**config.mk**
```make
export PLATFORM = sky130hd
export DESIGN_NAME = utf8_stream_decoder_validator_core
export DESIGN_NICKNAME = d
export VERILOG_FILES = /design/src/design/u8d_pkg.sv /design/src/design/u8d_decode.sv /design/src/design/u8d_result_fifo.sv /design/src/design/utf8_stream_decoder_validator_core.sv
export SDC_FILE = /design/constraint.sdc
export NUM_CORES = 1
export LEC_CHECK = 0
export ABC_AREA = 0
export BUFFER_PORTS_ARGS = -buffer_cell sky130_fd_sc_hd__buf_2
export CAP_MARGIN = 25
export CORE_AREA = 10 10 115 117
export CTS_CLUSTER_SIZE = 24
export DETAILED_ROUTE_END_ITERATION = 12
export DIE_AREA = 0 0 125 127
export GPL_ROUTABILITY_DRIVEN = 0
export PLACE_DENSITY = 0.79
export SLEW_MARGIN = 10
export SYNTH_ARGS = -nofsm -noshare
export SYNTH_HDL_FRONTEND = slang
export SYNTH_SLANG_ARGS = --single-unit
export TNS_END_PERCENT = 100
```
**constraint.sdc**
```tcl
create_clock -name clk -period 3.9 [get_ports clk]
set_input_delay 0.39 -clock clk [delete_from_list [all_inputs] [get_ports clk]]
set_output_delay 0.39 -clock clk [all_outputs]
set_load 0.02 [all_outputs]
```
**src/design/u8d_pkg.sv**
```systemverilog
// Package for the UTF-8 stream decoder/validator.
// Holds result status codes, result and decode-stage structs, queue sizing constants
// and the minimum code point per sequence length. No dependencies.
package u8d_pkg;

    typedef enum logic [1:0] {
        ST_DONE       = 2'd0,
        ST_BROKEN     = 2'd1,
        ST_INCOMPLETE = 2'd2
    } status_t;

    typedef struct packed {
        logic [20:0] code_point;
        status_t     status;
        logic [2:0]  byte_count;
        logic        last_in_run;
    } result_t;

    // Up to two results per input beat; count is 0..2.
    typedef struct packed {
        logic [1:0] count;
        result_t    res0;
        result_t    res1;
    } decode_out_t;

    localparam int unsigned FIFO_DEPTH = 4;
    localparam int unsigned PTR_W      = 2;
    localparam int unsigned CNT_W      = 3;

    localparam logic [20:0] MIN_LEN2 = 21'h00080;
    localparam logic [20:0] MIN_LEN3 = 21'h00800;
    localparam logic [20:0] MIN_LEN4 = 21'h10000;

    function automatic logic [20:0] min_value(input logic [2:0] len);
        logic [20:0] v;
        unique case (len)
            3'd2:    v = MIN_LEN2;
            3'd3:    v = MIN_LEN3;
            3'd4:    v = MIN_LEN4;
            default: v = 21'd0;
        endcase
        return v;
    endfunction

endpackage

```
**src/design/u8d_decode.sv**
```systemverilog
// Sequence decoder: running sequence state plus single-pass decode of one byte.
// Produces zero to two results per accepted beat. Depends on u8d_pkg.
module u8d_decode
    import u8d_pkg::*;
(
    input  logic        clk,
    input  logic        rst_n,
    input  logic        accept,
    input  logic [7:0]  byte_in,
    input  logic        end_of_text,
    output decode_out_t dec
);

    logic [2:0]  exp_len_reg, exp_len_next;
    logic [2:0]  seen_reg, seen_next;
    logic [20:0] part_reg, part_next;

    logic        seq_open;
    logic [2:0]  lead_len;
    logic [20:0] lead_bits;
    logic        st_emit;
    result_t     st_res;
    logic [2:0]  st_exp_len;
    logic [2:0]  st_seen;
    logic [20:0] st_part;
    logic [20:0] acc_cp;
    logic [2:0]  acc_seen;
    result_t     r0, r1;
    logic [1:0]  n_res;

    always_comb
    begin
        priority if (byte_in < 8'h80)
            lead_len = 3'd1;
        else if (byte_in < 8'hC0)
            lead_len = 3'd0;
        else if (byte_in < 8'hE0)
            lead_len = 3'd2;
        else if (byte_in < 8'hF0)
            lead_len = 3'd3;
        else if (byte_in < 8'hF8)
            lead_len = 3'd4;
        else
            lead_len = 3'd0;
    end

    always_comb
    begin
        unique case (lead_len)
            3'd2:    lead_bits = {16'd0, byte_in[4:0]};
            3'd3:    lead_bits = {17'd0, byte_in[3:0]};
            default: lead_bits = {18'd0, byte_in[2:0]};
        endcase
    end

    // Byte taken as the lead of a new sequence.
    always_comb
    begin
        st_emit    = 1'b0;
        st_res     = '0;
        st_exp_len = 3'd0;
        st_seen    = 3'd0;
        st_part    = 21'd0;
        if (lead_len == 3'd0)
        begin
            st_emit           = 1'b1;
            st_res.status     = ST_BROKEN;
            st_res.byte_count = 3'd1;
        end
        else if (lead_len == 3'd1)
        begin
            st_emit           = 1'b1;
            st_res.code_point = {13'd0, byte_in};
            st_res.status     = ST_DONE;
            st_res.byte_count = 3'd1;
        end
        else if (end_of_text)
        begin
            st_emit           = 1'b1;
            st_res.status     = ST_INCOMPLETE;
            st_res.byte_count = 3'd1;
        end
        else
        begin
            st_exp_len = lead_len;
            st_seen    = 3'd1;
            st_part    = lead_bits;
        end
    end

    assign seq_open = (exp_len_reg >= 3'd2) && (exp_len_reg <= 3'd4) &&
                      (seen_reg != 3'd0) && (seen_reg < exp_len_reg);
    assign acc_cp   = {part_reg[14:0], byte_in[5:0]};
    assign acc_seen = seen_reg + 3'd1;

    always_comb
    begin
        r0           = '0;
        r1           = '0;
        n_res        = 2'd0;
        exp_len_next = 3'd0;
        seen_next    = 3'd0;
        part_next    = 21'd0;
        if (!seq_open)
        begin
            r0           = st_res;
            n_res        = {1'b0, st_emit};
            exp_len_next = st_exp_len;
            seen_next    = st_seen;
            part_next    = st_part;
        end
        else if (byte_in[7:6] == 2'b10)
        begin
            if (acc_seen == exp_len_reg)
            begin
                n_res         = 2'd1;
                r0.byte_count = exp_len_reg;
                if (acc_cp < min_value(exp_len_reg))
                    r0.status = ST_BROKEN;
                else
                begin
                    r0.status     = ST_DONE;
                    r0.code_point = acc_cp;
                end
            end
            else if (end_of_text)
            begin
                n_res         = 2'd1;
                r0.status     = ST_INCOMPLETE;
                r0.byte_count = acc_seen;
            end
            else
            begin
                exp_len_next = exp_len_reg;
                seen_next    = acc_seen;
                part_next    = acc_cp;
            end
        end
        else
        begin
            // cut short: report held bytes, then restart on this byte
            r0.status     = ST_BROKEN;
            r0.byte_count = seen_reg;
            r1            = st_res;
            n_res         = st_emit ? 2'd2 : 2'd1;
            exp_len_next  = st_exp_len;
            seen_next     = st_seen;
            part_next     = st_part;
        end
        if (n_res == 2'd1)
            r0.last_in_run = 1'b1;
        if (n_res == 2'd2)
            r1.last_in_run = 1'b1;
    end

    assign dec.count = n_res;
    assign dec.res0  = r0;
    assign dec.res1  = r1;

    always_ff @(posedge clk or negedge rst_n)
    begin
        if (!rst_n)
        begin
            exp_len_reg <= 3'd0;
            seen_reg    <= 3'd0;
            part_reg    <= 21'd0;
        end
        else if (accept)
        begin
            exp_len_reg <= exp_len_next;
            seen_reg    <= seen_next;
            part_reg    <= part_next;
        end
    end

`ifndef SYNTHESIS
    a_state_consistent: assert property (@(posedge clk) disable iff (!rst_n)
        (exp_len_reg == 3'd0) || (seen_reg != 3'd0 && seen_reg < exp_len_reg &&
        exp_len_reg <= 3'd4))
        else $error("sequence state out of range");

    a_two_means_broken_first: assert property (@(posedge clk) disable iff (!rst_n)
        (accept && dec.count == 2'd2) |-> (dec.res0.status == ST_BROKEN &&
        !dec.res0.last_in_run))
        else $error("double result without broken first report");

    a_single_marked_last: assert property (@(posedge clk) disable iff (!rst_n)
        (accept && dec.count == 2'd1) |-> dec.res0.last_in_run)
        else $error("single result not marked last");
`endif

endmodule

```
**src/design/u8d_result_fifo.sv**
```systemverilog
// Result queue: takes up to two results per cycle, hands out one per beat.
// Four-entry register queue; asks for a stall when fewer than two slots are free.
// Depends on u8d_pkg.
module u8d_result_fifo
    import u8d_pkg::*;
(
    input  logic        clk,
    input  logic        rst_n,
    input  logic        push,
    input  decode_out_t dec,
    output logic        full_pair,
    output logic        out_valid,
    input  logic        out_stall,
    output result_t     head
);

    result_t           slot_reg [FIFO_DEPTH];
    logic [PTR_W-1:0]  wr_reg, wr_next;
    logic [PTR_W-1:0]  rd_reg, rd_next;
    logic [CNT_W-1:0]  cnt_reg, cnt_next;
    logic [1:0]        push_n;
    logic              pop;
    logic [PTR_W-1:0]  wr_plus1;

    assign push_n    = push ? dec.count : 2'd0;
    assign out_valid = (cnt_reg != '0);
    assign pop       = out_valid && !out_stall;
    assign full_pair = (cnt_reg > CNT_W'(FIFO_DEPTH - 2));
    assign head      = slot_reg[rd_reg];
    assign wr_plus1  = wr_reg + PTR_W'(1);

    always_comb
    begin
        wr_next  = wr_reg + PTR_W'(push_n);
        rd_next  = rd_reg + PTR_W'(pop);
        cnt_next = cnt_reg + CNT_W'(push_n) - CNT_W'(pop);
    end

    always_ff @(posedge clk or negedge rst_n)
    begin
        if (!rst_n)
        begin
            wr_reg  <= '0;
            rd_reg  <= '0;
            cnt_reg <= '0;
        end
        else
        begin
            wr_reg  <= wr_next;
            rd_reg  <= rd_next;
            cnt_reg <= cnt_next;
        end
    end

    always_ff @(posedge clk)
    begin
        if (push_n != 2'd0)
            slot_reg[wr_reg] <= dec.res0;
        if (push_n == 2'd2)
            slot_reg[wr_plus1] <= dec.res1;
    end

`ifndef SYNTHESIS
    a_no_overflow: assert property (@(posedge clk) disable iff (!rst_n)
        cnt_reg <= CNT_W'(FIFO_DEPTH))
        else $error("result queue overflow");

    a_ptr_track: assert property (@(posedge clk) disable iff (!rst_n)
        (cnt_reg == CNT_W'(FIFO_DEPTH)) || (cnt_reg[PTR_W-1:0] == (wr_reg - rd_reg)))
        else $error("queue count and pointers disagree");

    a_idle_hold: assert property (@(posedge clk) disable iff (!rst_n)
        (push_n == 2'd0 && !pop) |=> $stable(cnt_reg))
        else $error("queue count moved without push or pop");
`endif

endmodule

```
**src/design/utf8_stream_decoder_validator_core.sv**
```systemverilog
// Top level of the UTF-8 stream decoder/validator.
// Instantiates u8d_decode and u8d_result_fifo; depends on u8d_pkg.
//
//   channel | handshake          | payload
//   in      | in_valid, in_stall | byte_in, end_of_text
//   out     | out_valid, out_stall | code_point, status, byte_count, last_in_run
//
// One byte is decoded per unstalled cycle in a single pass over the sequence state registers.
// Results are registered into a four-entry queue in the cycle after the byte is taken.
// A byte that ends a cut-short sequence can give two results; the queue drains one per beat,
// so sustained rate is one byte per cycle only with out_stall low and no double results.
// in_stall rises while fewer than two queue slots are free. Reset is async, active low.
module utf8_stream_decoder_validator_core
    import u8d_pkg::*;
(
    input  logic        clk,
    input  logic        rst_n,
    input  logic        in_valid,
    output logic        in_stall,
    input  logic [7:0]  byte_in,
    input  logic        end_of_text,
    output logic        out_valid,
    input  logic        out_stall,
    output logic [20:0] code_point,
    output logic [1:0]  status,
    output logic [2:0]  byte_count,
    output logic        last_in_run
);

    logic        accept;
    logic        full_pair;
    decode_out_t dec;
    result_t     head;

    assign in_stall = full_pair;
    assign accept   = in_valid && !full_pair;

    u8d_decode u_decode (
        .clk         (clk),
        .rst_n       (rst_n),
        .accept      (accept),
        .byte_in     (byte_in),
        .end_of_text (end_of_text),
        .dec         (dec)
    );

    u8d_result_fifo u_fifo (
        .clk       (clk),
        .rst_n     (rst_n),
        .push      (accept),
        .dec       (dec),
        .full_pair (full_pair),
        .out_valid (out_valid),
        .out_stall (out_stall),
        .head      (head)
    );

    assign code_point  = head.code_point;
    assign status      = head.status;
    assign byte_count  = head.byte_count;
    assign last_in_run = head.last_in_run;

endmodule

```
After elaboration in Yosys (flattened, before gate mapping)
Memory sizes are Yosys's and may differ from the RTL's.
Cells that the tools add are included.

word-level totals
  memories kept = 1
  bits in registers = 28
  logic and storage cells = 108
  memory bits (writable) = 108
  input bits = 13

memory list
  name             depth  width  read ports  clocked after Yosys merged registers in  wr ports  line                   text
  u_fifo.slot_reg  4      27     1           0                                        2         u8d_result_fifo.sv:17  result_t slot_reg [FIFO_DEPTH];

cells by class
  add/subtract/negate cells = 6
  multiplexer cells = 61
  $lt $le $gt $ge = 10
  reduce and logical (&&, ||, !) cells = 12
  equal/unequal tests = 12

operators with widths
  kind                 number
  $mux 21              6
  $mux 15              4
  $mux 3               18
  $pmux 17 s3          1
  $mux 5               9
  $lt 8x8->1 const B   5
  $mux 27              1
  $mux 26              1
  $lt 21x21->1         1
  $mux 8               2
  $mux 14              1
  $eq 3x2->1 const B   4
  $mux 1               12
  $mux 2               5
  $pmux 5 s2           1
  $eq 2x2->1 const B   3
  $reduce_bool 3->1    2
  $logic_and 1x1->1    5
  $ne 4x4->1 const B   1
  $add 3x1->3 const B  1
  $add 3x2->3          1
  $eq 3x1->1 const B   1
  $eq 3x3->1           1
  $eq 3x3->1 const B   1
  other kinds (13)     14

Logic depth before layout (Yosys ltp)
  depth in word-level cells = 16
  gate-level depth with buffers = 12

Modules after synthesis
A second synthesis with hierarchy kept.

unflattened totals
  cells, all modules = 528
  area total of the unflattened synthesis = 7,489.7 µm²

by module, submodules not included
  module                              area an instance (µm²)  cells an instance  instances
  u8d_result_fifo                     5,671.7                 305                1
  u8d_decode                          1,804.2                 222                1
  utf8_stream_decoder_validator_core  13.8                    1                  1

Worst setup path before layout
No wires, ideal clock.

  path kind = register to register
  from = reg u_decode.exp_len_reg[1]
  to = reg u_fifo.cnt_reg[2]
  path buffers = 0
  stages on the path, launching flop included = 10
  data arrival time = 2.838 ns
  data required time = 3.777 ns
  slack = 0.940 ns
  cells stage by stage = dfrtp_1 -> or3b_1 -> a221oi_2 -> nand2_1 -> nor2_1 -> nand2_1 -> ha_1 -> fa_1 -> xor2_1 -> xnor2_1

between the ends
  cells in the longest elaborated chain, start to end = 8

ends and longest elaborated chain
  element                                          line                   text
  start, declared                                  u8d_decode.sv:14       logic [2:0] exp_len_reg, exp_len_next;
  start signal, assigned                           u8d_decode.sv:170      exp_len_reg <= exp_len_next;
  $ge 3x2->1 / $le 3x3->1 (equally long branches)  u8d_decode.sv:91       assign seq_open = (exp_len_reg >= 3'd2) && (exp_len_reg <= 3'd4) &&
  $logic_and 1x1->1 (2 in a row)                   u8d_decode.sv:91
  $logic_and 1x1->1                                u8d_decode.sv:92       (seen_reg != 3'd0) && (seen_reg < exp_len_reg);
  $mux 2 *                                         u8d_decode.sv:104      if (!seq_open)
  $mux 2 *                                         u8d_result_fifo.sv:25  assign push_n = push ? dec.count : 2'd0;
  $add 3x2->3 *                                    u8d_result_fifo.sv:36  cnt_next = cnt_reg + CNT_W'(push_n) - CNT_W'(pop);
  $sub 3x1->3 *                                    u8d_result_fifo.sv:36
  via u_fifo.cnt_next[2]                           u8d_result_fifo.sv:20  logic [CNT_W-1:0] cnt_reg, cnt_next;
  end signal, assigned                             u8d_result_fifo.sv:51  cnt_reg <= cnt_next;
  end, declared                                    u8d_result_fifo.sv:20

The timed path passes the listed nets; every way through them passes the cells marked *.
A chain may end at the register's enable or synchronous reset.

Worst setup path in the final report
Ends and elaborated chain as after synthesis.

==> results.md <==
* Min cycle time layout at 3423 ps
* Post-synthesis average cell area at 10.54 sq um
* Vias in the first global route at approximately 5500
* CP Data Arrival Time at 3760 ps
* Total iterations of the first detailed-routing run at 7
* Peak VDD IR at between 0.3 and 0.4 mV
* Peak Freq at approximately 290 MHz
* RSZ-0062 raised after global routing: false
* Sink Count at 136
* Initial Utilization at around 59%
* Deepest clock path buffer count at 2
* Max_slew headroom at 42.26%
* Setup TNS at 0 ps
* Worst-path clk slew at approximately 60 ps
* GRT overflow at 0
* Slowest CP cell: a221oi_2
* Layout Nets at slightly below 700
* Synth Cell Area at roughly 6500 sq um
* Die area at 15880 sq um
* Row Count at 39
* Final hold vios at 11
* Post-Syn Nets at between 600 and 700
* Final worst setup slack at around 480 ps
* Reg-to-reg critical path startpoint: u_decode.exp_len_reg[1]
* DP HPWL at between 10000 and 15000 microns
* Fill cells at slightly above 800
* # port buffers at roughly 40
* Ys async rst share at between 20% and 30%
* # Post-CTS Setup Buffers at 0
* Ys Warns at 0
* Max FFs per register at around 110
* Die width at between 100 and 150 microns
* Bufs and invs on worst path at 1
* Pwr/cell area at between 600 and 700 nW/um^2
* Worst R2R End: u_fifo.cnt_reg[2]
* Measured slew at the worst slew-check pin at 862.8 ps
* Post-DR wirelength/cell at 22.09 microns
* Most common library cells after synthesis: 83 x nand2_1, 70 x nand3_1, 60 x dfxtp_1
* Worst min path class: in -> async
* Status: finished with violations
* Max-capacitance violation count at 0
* Iteration-0 DRC Markers at slightly above 800
* Synth cell types at around 60
* Chip height at about 130 microns
* Vias at 5497
* Layout Cells excl Fill at just over 800
* Clk_lat worst skew at around 420 ps
* Fin util at 66.73%
* Inst Count DP at 777
* Top-count cell post-synth: nand2_1
* Syn Inst Count at just over 600
* Antenna diode count at 0
* Critical Path, Cell by Cell: or3b_1 -> a221oi_2 -> nand2_1 -> o21ai_1 -> nor3_1 -> ha_1 -> inv_1 -> fa_1 -> xor2_1 -> xnor2_1
* Number of vias per cell at between 6 and 7
* Final instance area at 7425 sq um
* FF-to-FF setup slack at ~480 ps
* CP Class: reg -> reg
* Critical path's largest stage delay at about 550 ps
* CP Launch Type: register
* CTS H-tree depth at 4
* Ports at 42
* Failing checks: hold timing
* CTS buffer count at 17
* Cells taking the most area after synthesis: edfxtp_1 22%, dfxtp_1 18%, dfrtp_1 11%, mux4_2 9.3%, nand3_1 5.4%
* CP endpoint kind: register
* Top_reg_cell synth: dfxtp_1
* Final ANT Viol Nets at 0
* Post-synth EDFFs at between 40 and 50
* Worst Path Required at approximately 4200 ps
* Top cell type's share of synthesized area at 22.10%
* Core ar. at approximately 11000 sq um
* Crit path max fanout at 9
* Tcrit/Tclk final at ~90%
* Detailed-route wire length at roughly 18000 microns
* DRC violation count after routing at 0
* Biggest area consumer among synthesized cells: edfxtp_1
* Final hold slack at -8.511 ps
* Post-CTS Hold Buffers at 0
* Max-slew violations at 0
* Post-place instance area at between 6000 and 7000 sq um
* Final setup fails at 0
* CTS tree: done
* Post-synthesis sequential area ratio at 51.27%
* Largest net degree at the start of global routing at 37
* CP delay by family, top: compound AO/OA/AOI/OAI gates
* Root Buffer: clkbuf_16
* Post-Place Setup Slack at around 530 ps
* Cts repair resizes at 0
* Leakage at roughly 2.8 nW
* Reg2Reg Depth at 10
* Multi-input gate area at 2924 sq um
* Total track usage at between 20 and 25%
* Post-synthesis register bit count at between 100 and 150
* Clk_skew at between 9 and 10 ps
* Share of layout cells above drive strength 1 at about a fifth
* First-pass GRT wire length at 28700 microns
* Register area at around 3300 sq um
* P&R area growth vs syn at 13.85%
* Initial antenna violation count at 0
==> metrics by stage <==
stage / hold slack, ps / total power, mW
after global placement: 438.0 / 2.889
after detailed placement: 444.8 / 2.929
after floorplan: 94.41 / 2.583
after global routing: 36.59 / 4.689
final: -8.511 / 4.517
after CTS: 19.81 / 4.483
==> worst max path at each step <==
stage,start,end,slack (ps),cells past startpoint
3_3_place_gp,u_decode.exp_len_reg[1],u_fifo.cnt_reg[2],700,9
3_5_place_dp,u_decode.exp_len_reg[1],u_fifo.slot_reg[2][6],530,6
2_1_floorplan,u_decode.exp_len_reg[1],u_fifo.cnt_reg[2],940,9
5_1_grt,u_decode.exp_len_reg[1],u_fifo.cnt_reg[2],180,10
4_1_cts,u_decode.exp_len_reg[1],u_fifo.slot_reg[2][6],460,6
6_report,u_decode.exp_len_reg[1],u_fifo.cnt_reg[2],480,10
==> layout make-up <==
class | instances | area share, %
Clock buffer | 24 | 6.488
Clock inverter | 8 | 1.314
Inverter | 16 | 0.8089
Multi-Input combinational cell | 427 | 39.38
Sequential cell | 136 | 45.05
Tap cell | 143 | 2.410
Timing Repair Buffer | 57 | 4.550
==> routing by layer <==
metal	vias up	track usage, %	routed length, microns
met3	90	5.831	2108
li1	2350	-	-
met5	-	0	0
met4	0	10.91	601
met2	419	34.90	8697
met1	2638	28.08	6510
==> worst reg2reg max path, cell delays in order (launching register included) <==
cell      delay, ps
dfrtp_1         460
or3b_1          470
a221oi_2        550
nand2_1         380
o21ai_1         540
nor3_1          170
ha_1            230
inv_1            70
fa_1            170
xor2_1          170
xnor2_1         140
==> where the power goes <==
group / leakage, nW / switching (mW) / total [mW] / internal [mW]
Combinational: 1.24 / 0.698 / 1.17 / 0.471
Clock: 0.288 / 0.589 / 1.58 / 0.989
Sequential: 1.30 / 0.169 / 1.77 / 1.60
==> cell usage in the layout, fill, tap and decap left out, types with 4 or more instances in the layout <==
cell type and instances:
nand2b_1 5, ha_1 12, nand3_1 70, edfxtp_1 48
nand2_1 83, inv_1 16, clkinv_2 4, o21ai_1 7
a22o_1 14, o21ai_0 34, nor3_2 4, clkbuf_16 17
nor3_1 4, or3_1 6, a21oi_1 36, clkbuf_1 4
a31oi_1 4, or4_1 4, dfrtp_1 27, buf_4 15
and2_1 7, nor2b_1 18, a31o_2 4, mux4_2 27
nor2_1 30, nand4_1 4, o22ai_1 9, buf_2 41
dfxtp_1 60
==> kinds of logic (layout without fill, tap and decap cells) <==
group | count (synthesis) | after routing | synth area share, %
multiplexers | 27 | 27 | 9.325
XOR/XNOR | 7 | 7 | 1.151
flip-flops | 136 | 136 | 51.27
adder cells (fa/ha/maj) | 13 | 13 | 2.609
AO/OA/AOI/OAI | 130 | 130 | 12.64
AND/OR/NAND/NOR | 250 | 250 | 19.03
buffers and inverters | 56 | 105 | 3.972
No activity file was read; power rests on OpenSTA's default activity.
